--- src/rtl/swa_pkg.sv ---
// Shared types and constants of the sliding time-window average block.
package swa_pkg;

  // Field widths that are fixed by the interface.
  localparam int unsigned CH_W     = 3;
  localparam int unsigned TS_W     = 31;
  localparam int unsigned VAL_W    = 32;
  localparam int unsigned AVG_W    = 48;
  localparam int unsigned FRAC_W   = 16;
  localparam int unsigned SUM_W    = 64;
  localparam int unsigned CNT_W    = 32;
  localparam int unsigned WLEN_W   = 7;

  localparam logic [WLEN_W-1:0] WLEN_RESET = 7'd64;

  // Function codes of an input word.
  localparam logic FUNC_ADD = 1'b0;
  localparam logic FUNC_GET = 1'b1;

  // Status codes of a result word.
  localparam logic [1:0] STAT_ADDED = 2'd0;
  localparam logic [1:0] STAT_STALE = 2'd1;
  localparam logic [1:0] STAT_OVF   = 2'd2;
  localparam logic [1:0] STAT_AVG   = 2'd3;

  // Class that the front end gives each word.
  typedef enum logic [1:0] {
    CLS_ADD,
    CLS_GET,
    CLS_BAD_ADD,
    CLS_BAD_GET
  } cls_e;

  typedef struct packed {
    logic               func;
    logic [CH_W-1:0]    channel;
    logic [TS_W-1:0]    timestamp;
    logic signed [VAL_W-1:0] value;
  } in_t;

  typedef struct packed {
    logic [1:0]              status;
    logic signed [AVG_W-1:0] average;
    logic                    empty_res;
  } out_t;

  // One entry of the queue between front and back.
  typedef struct packed {
    cls_e                    cls;
    logic [CH_W-1:0]         channel;
    logic [TS_W-1:0]         timestamp;
    logic signed [VAL_W-1:0] value;
  } qent_t;

  // One time bucket as stored in the slot memory.
  typedef struct packed {
    logic [SUM_W-1:0] sum;
    logic [CNT_W-1:0] cnt;
  } slot_t;

  // Handshake between the queue and the execution unit.
  typedef struct packed {
    logic valid;
    logic hold;
  } fb_stat_t;

endpackage

--- src/rtl/swa_front.sv ---
// Front end: accepts input words, classifies them and queues them for the back end.
module swa_front #(
  parameter int unsigned CHANNELS = 5
) (
  input  logic              clk_i,
  input  logic              rst_ni,
  input  logic              in_valid_i,
  output logic              in_ready_o,
  input  swa_pkg::in_t      in_data_i,
  input  logic              pop_i,
  output swa_pkg::fb_stat_t stat_o,
  output swa_pkg::qent_t    ent_o,
  input  logic              hold_i
);

  localparam int unsigned QD = 2;

  swa_pkg::qent_t ent_q [QD];
  swa_pkg::qent_t ent_new;
  logic           wptr_q, wptr_d;
  logic           rptr_q, rptr_d;
  logic [1:0]     cnt_q, cnt_d;
  logic           push;
  logic           bad_ch;

  // Classify the word as it comes in.
  always_comb begin
    bad_ch            = (32'(in_data_i.channel) >= CHANNELS);
    ent_new.channel   = in_data_i.channel;
    ent_new.timestamp = in_data_i.timestamp;
    ent_new.value     = in_data_i.value;
    if (in_data_i.func == swa_pkg::FUNC_GET) begin
      ent_new.cls = bad_ch ? swa_pkg::CLS_BAD_GET : swa_pkg::CLS_GET;
    end else begin
      ent_new.cls = bad_ch ? swa_pkg::CLS_BAD_ADD : swa_pkg::CLS_ADD;
    end
  end

  assign in_ready_o = (cnt_q != 2'(QD)) && !hold_i;
  assign push       = in_valid_i && in_ready_o;

  // Queue pointers and fill level.
  always_comb begin
    wptr_d = push ? ~wptr_q : wptr_q;
    rptr_d = pop_i ? ~rptr_q : rptr_q;
    cnt_d  = cnt_q + 2'(push) - 2'(pop_i);
  end

  always_ff @(posedge clk_i or negedge rst_ni) begin
    if (!rst_ni) begin
      wptr_q <= 1'b0;
      rptr_q <= 1'b0;
      cnt_q  <= '0;
    end else begin
      wptr_q <= wptr_d;
      rptr_q <= rptr_d;
      cnt_q  <= cnt_d;
    end
  end

  always_ff @(posedge clk_i) begin
    if (push) begin
      ent_q[wptr_q] <= ent_new;
    end
  end

  assign ent_o        = ent_q[rptr_q];
  assign stat_o.valid = (cnt_q != 2'd0);
  assign stat_o.hold  = hold_i;

endmodule

--- config.mk ---
export PLATFORM = sky130hd
export DESIGN_NAME = swa_front
export DESIGN_NICKNAME = d
export VERILOG_FILES = /design/src/rtl/swa_pkg.sv /design/src/rtl/swa_front.sv
export SDC_FILE = /design/constraint.sdc
export NUM_CORES = 1
export LEC_CHECK = 0
export BUFFER_PORTS_ARGS = -buffer_cell sky130_fd_sc_hd__buf_4
export CAP_MARGIN = 20
export CELL_PAD_IN_SITES_DETAIL_PLACEMENT = 2
export CELL_PAD_IN_SITES_GLOBAL_PLACEMENT = 2
export CORE_ASPECT_RATIO = 1.2
export CORE_MARGIN = 4
export CORE_UTILIZATION = 30
export DETAILED_ROUTE_END_ITERATION = 7
export HOLD_SLACK_MARGIN = 0.03
export PLACE_DENSITY_LB_ADDON = 0.1
export SLEW_MARGIN = 20
export SYNTH_ARGS = -nofsm -noshare
export SYNTH_HDL_FRONTEND = slang
export SYNTH_SLANG_ARGS = --single-unit
--- constraint.sdc ---
create_clock -name clk_i -period 8.05 [get_ports clk_i]
set_input_delay 1.61 -clock clk_i [delete_from_list [all_inputs] [get_ports clk_i]]
set_output_delay 1.61 -clock clk_i [all_outputs]
set_load 0.005 [all_outputs]
# After elaboration in Yosys (flattened, before gate mapping)
# Memory sizes are Yosys's and may differ from the RTL's.
# Index checks and enable logic that the tools add are counted.
word_totals:
  ff_bits: 4
  latch_bits: 0
  ramBits: 136
  romBits: 0
  input_bits: 72
  wordCells: 19
  mem_count: 1
classes:
  n_addsub: 2
  n_mul: 0
  div_mod_pow: 0
  magnitude_cmp: 1
  eq_ne: 1
  shifts: 0
  mux: 5
  bitwise_logic: 2
  reduce_logical: 4
mem_list:
  columns: ["memory", "depth", "word_bits", "read_ports", "rd_clocked_by_memory_dff", "wr", "line", "rtl"]
  rows:
  - ["ent_q", 2, 68, 1, 0, 1, "swa_front.sv:18", "swa_pkg::qent_t ent_q [QD];"]
op_table:
  columns: ["operator", "count"]
  rows:
  - ["2-bit two-way mux", 3]
  - ["3-bit >= comparator, second input constant", 1]
  - ["2-bit by 1-bit adder with 2-bit output", 1]
  - ["1-bit logical AND", 2]
  - ["1-bit two-way mux", 2]
  - ["2-bit != test, second input constant", 1]
  - ["1-bit inverter", 2]
  - ["2-bit nonzero test", 1]
  - ["2-bit by 1-bit subtractor with 2-bit output", 1]
  - ["1-bit zero test", 1]

# Longest topological paths before layout
depth:
  ltp_word: 5
  ltp_mapped: 7
  depth_no_buf: 7

# Worst setup path after synthesis
# Ideal clock, no wire load.
synth_timing:
  path_type: "input port to flip-flop"
  from: "input port in_valid_i"
  to: "memory ent_q[0][0] (netlist bit) (enable)"
  setup_time_ps: 494
  t_arrival_ps: 4702
  setup_slack_ps: 2853
  stages: 3
  n_path_buf: 0
  path_cell_list: "nor2b_1 -> nand2_1 -> nor2_1"
synth_via:
  elab_chain_cells: 3
synth_lines:
  columns: ["item", "line", "rtl"]
  rows:
  - ["start, declared", "swa_front.sv:7", "input logic in_valid_i,"]
  - ["1-bit logical AND", "swa_front.sv:40", "assign push = in_valid_i && in_ready_o;"]
  - ["1-bit two-way mux", "swa_front.sv:62", "if (push) begin"]
  - ["1-bit two-way mux (implied by the code)", "swa_front.sv:63", "ent_q[wptr_q] <= ent_new;"]
  - ["end, declared", "swa_front.sv:18", null]
# Every way passes these cells.

==> impl_metrics.env <==
export IMPL_worstPathArrival_ns=2.17
export IMPL_rsz0062_at_grt="no"
export IMPL_insertion_delay_ns=0.42
export IMPL_synthArstFlopShare=0.0286
export IMPL_drtIter0Drc=137
export IMPL_placed_cells=582
export IMPL_cts_root_buffer="clkbuf_16"
export IMPL_status="completed"
export IMPL_tightest_slew_ns=1.06
export IMPL_cts_resized=0
export IMPL_yosysTopAreaCell="edfxtp_1"
export IMPL_hold_class="reg -> reg"
export IMPL_cts_max_path_buffers=2
export IMPL_endpoint_kind="primary output"
export IMPL_grt_start_max_net_pins=70
export IMPL_synth_edff_count=136
export IMPL_synth_top_cell_area_share=0.790
export IMPL_cp_max_fo=69
export IMPL_cts_made_buffers=17
export IMPL_final_fill_count=1614
export IMPL_holdCritStartpoint="cnt_q[0]$_DFF_PN0_"
export IMPL_antenna_found_initial=0
export IMPL_drc=0
export IMPL_vias_per_cell=4.30
export IMPL_seq_area_sq_um=4190
export IMPL_reg2reg_from="cnt_q[1]$_DFF_PN0_"
export IMPL_rr_worst_depth=4
export IMPL_yosys_warnings=0
export IMPL_synth_cell_type_count=19
export IMPL_synth_flop_cell="edfxtp_1"
export IMPL_ir_worst_vdd_v=0.000193
export IMPL_min_period_over_period=0.470
export IMPL_startpoint="rptr_q$_DFFE_PN0P_"
export IMPL_place_area_sq_um=6460
export IMPL_synth_seq_area_share=0.810
export IMPL_worstSetupPathType="reg -> out"
export IMPL_cts_sinks=140
export IMPL_setup_violations=0
export IMPL_ios=143
export IMPL_finalHoldViolCount=0
export IMPL_areaGrowthSynthToFinish_pct=36.5
export IMPL_track_usage=0.116
export IMPL_hpwl_microns=6910
export IMPL_h_tree_depth=4
export IMPL_num_vias=2643
export IMPL_tns_ns=0
export IMPL_hold_buffers=0
export IMPL_max_slew_margin_rel=0.294
export IMPL_layout_min_cycle_time_ns=3.78
export IMPL_synthesis_nets=306
export IMPL_dp_slack_ns=4.16
export IMPL_drtAntennaViolNets=0
export IMPL_p_per_area_nw_per_um2=328
export IMPL_holdPathStages=1
export IMPL_startpoint_type="flop"
export IMPL_io_buffer_count=142
export IMPL_grt_pass1_wl_microns=16300
export IMPL_avgSynthCellArea_sq_um=22.3
export IMPL_first_pass_iters=4
export IMPL_synthTopCellsByArea="edfxtp_1 (79%), mux2_2 (13%), mux2_4 (2.9%)"
export IMPL_worst_slack_ns=4.27
export IMPL_die_area_sq_um=19400
export IMPL_slew_viol_final=0
export IMPL_routed_wl_microns=10900
export IMPL_die_height_microns=152
export IMPL_synthesis_area_sq_um=5170
export IMPL_grt_pass1_vias=2950
export IMPL_final_nets=459
export IMPL_multi_input_area_sq_um=922
export IMPL_synthTopCellsByCount="edfxtp_1 (136), mux2_2 (58), mux2_4 (10), buf_2 (5), dfrtp_1 (4)"
export IMPL_worstPathRequired_ns=6.44
export IMPL_postCtsSetupBuffers=0
export IMPL_wl_per_cell_microns=17.7
export IMPL_ys_seq_elements=140
export IMPL_die_w_microns=128
export IMPL_p_leak_nw=2.61
export IMPL_fin_skew_ns=0.00971
export IMPL_place_gp_congestion=0.692
export IMPL_hold_ws_ns=0.526
export IMPL_drive_above_1_share=0.618
export IMPL_tritoncts="yes"
export IMPL_syn_instance_count=232
export IMPL_p_total_mw=2.32
export IMPL_fin_util=0.417
export IMPL_clk_pin_slew_worst_paths_ns=0.06
export IMPL_rows=52
export IMPL_core_area_sq_um=16900
export IMPL_grt_remaining_overflow=0
export IMPL_final_cell_count_no_fill=614
export IMPL_postLayoutCellArea_sq_um=7060
export IMPL_antenna_cells=0
export IMPL_synth_most_common_cell="edfxtp_1"
export IMPL_initial_core_util=0.305
export IMPL_max_cap_viol_count=0
export IMPL_fmax_ghz=0.264
-- cell usage in the layout, fill, tap and decap left out --
master and instances:
nor2b_1 2, bufinv_16 3, clkinv_2 3, and3_4 1, xor2_1 1, nand2b_1 1, inv_6 3, clkinvlp_4 5
buf_4 143, mux2_4 10, edfxtp_1 136, inv_1 1, dfrtp_4 1, nor2_4 1, ha_1 2, clkbuf_1 1
xnor2_1 3, o21a_1 1, clkbuf_16 17, or2_2 1, dfrtp_1 3, nand2_1 1, mux2_2 58
-- path summary, 6_finish.rpt --
path	endpoint	slack, ns
worst max-delay path	ent_o[20]	4.27
worst min-delay path	cnt_q[0]$_DFF_PN0_	0.53
worst max register to register	ent_q[0][30]$_DFFE_PP_	5.64
worst min register to register	cnt_q[0]$_DFF_PN0_	0.53
max in group asynchronous	rptr_q$_DFFE_PN0P_	6.95
min in group asynchronous	cnt_q[1]$_DFF_PN0_	0.98
-- per-layer routing --
metal	track usage	wire (microns)	up-vias
li1	-	-	1222
met1	0.129	4120	1321
met2	0.192	5820	85
met3	0.0459	716	15
met4	0.0621	241	0
met5	0	0	-
-- flip-flops by register name (all words and copies together) (netlist names) --
signal  count
rptr_q      1
wptr_q      1
cnt_q       2
ent_q     136
-- critical path, stage by stage (launching register included) --
cell,delay [ns]
dfrtp_4,1.08
mux2_2,0.43
buf_4,0.14
-- layout make-up --
cell class | count | share of cell area
clock buffers | 18 | 0.0608
clock inverters | 14 | 0.0239
inverters | 1 | 0.000532
multi-input cells | 82 | 0.131
flip-flops and latches | 140 | 0.594
well taps | 216 | 0.0383
repair buffers | 143 | 0.152
-- report_power, final --
part / total (mW) / switching, mW / leakage, nW / internal [mW]
Combinational: 0.522 / 0.183 / 1.05 / 0.339
Clock: 0.785 / 0.297 / 0.279 / 0.487
Sequential: 1.01 / 0.100 / 1.29 / 0.910
-- cells by family after synthesis --
logic type | Yosys count | synth area share
XOR/XNOR | 4 | 0.00678
AO/OA/AOI/OAI | 1 | 0.00145
AND/OR/NAND/NOR | 7 | 0.00751
buffers and inverters | 10 | 0.0143
adder cells (fa/ha/maj) | 2 | 0.00484
flip-flops | 140 | 0.810
multiplexers | 68 | 0.155
(Power assumes the default switching activity.)
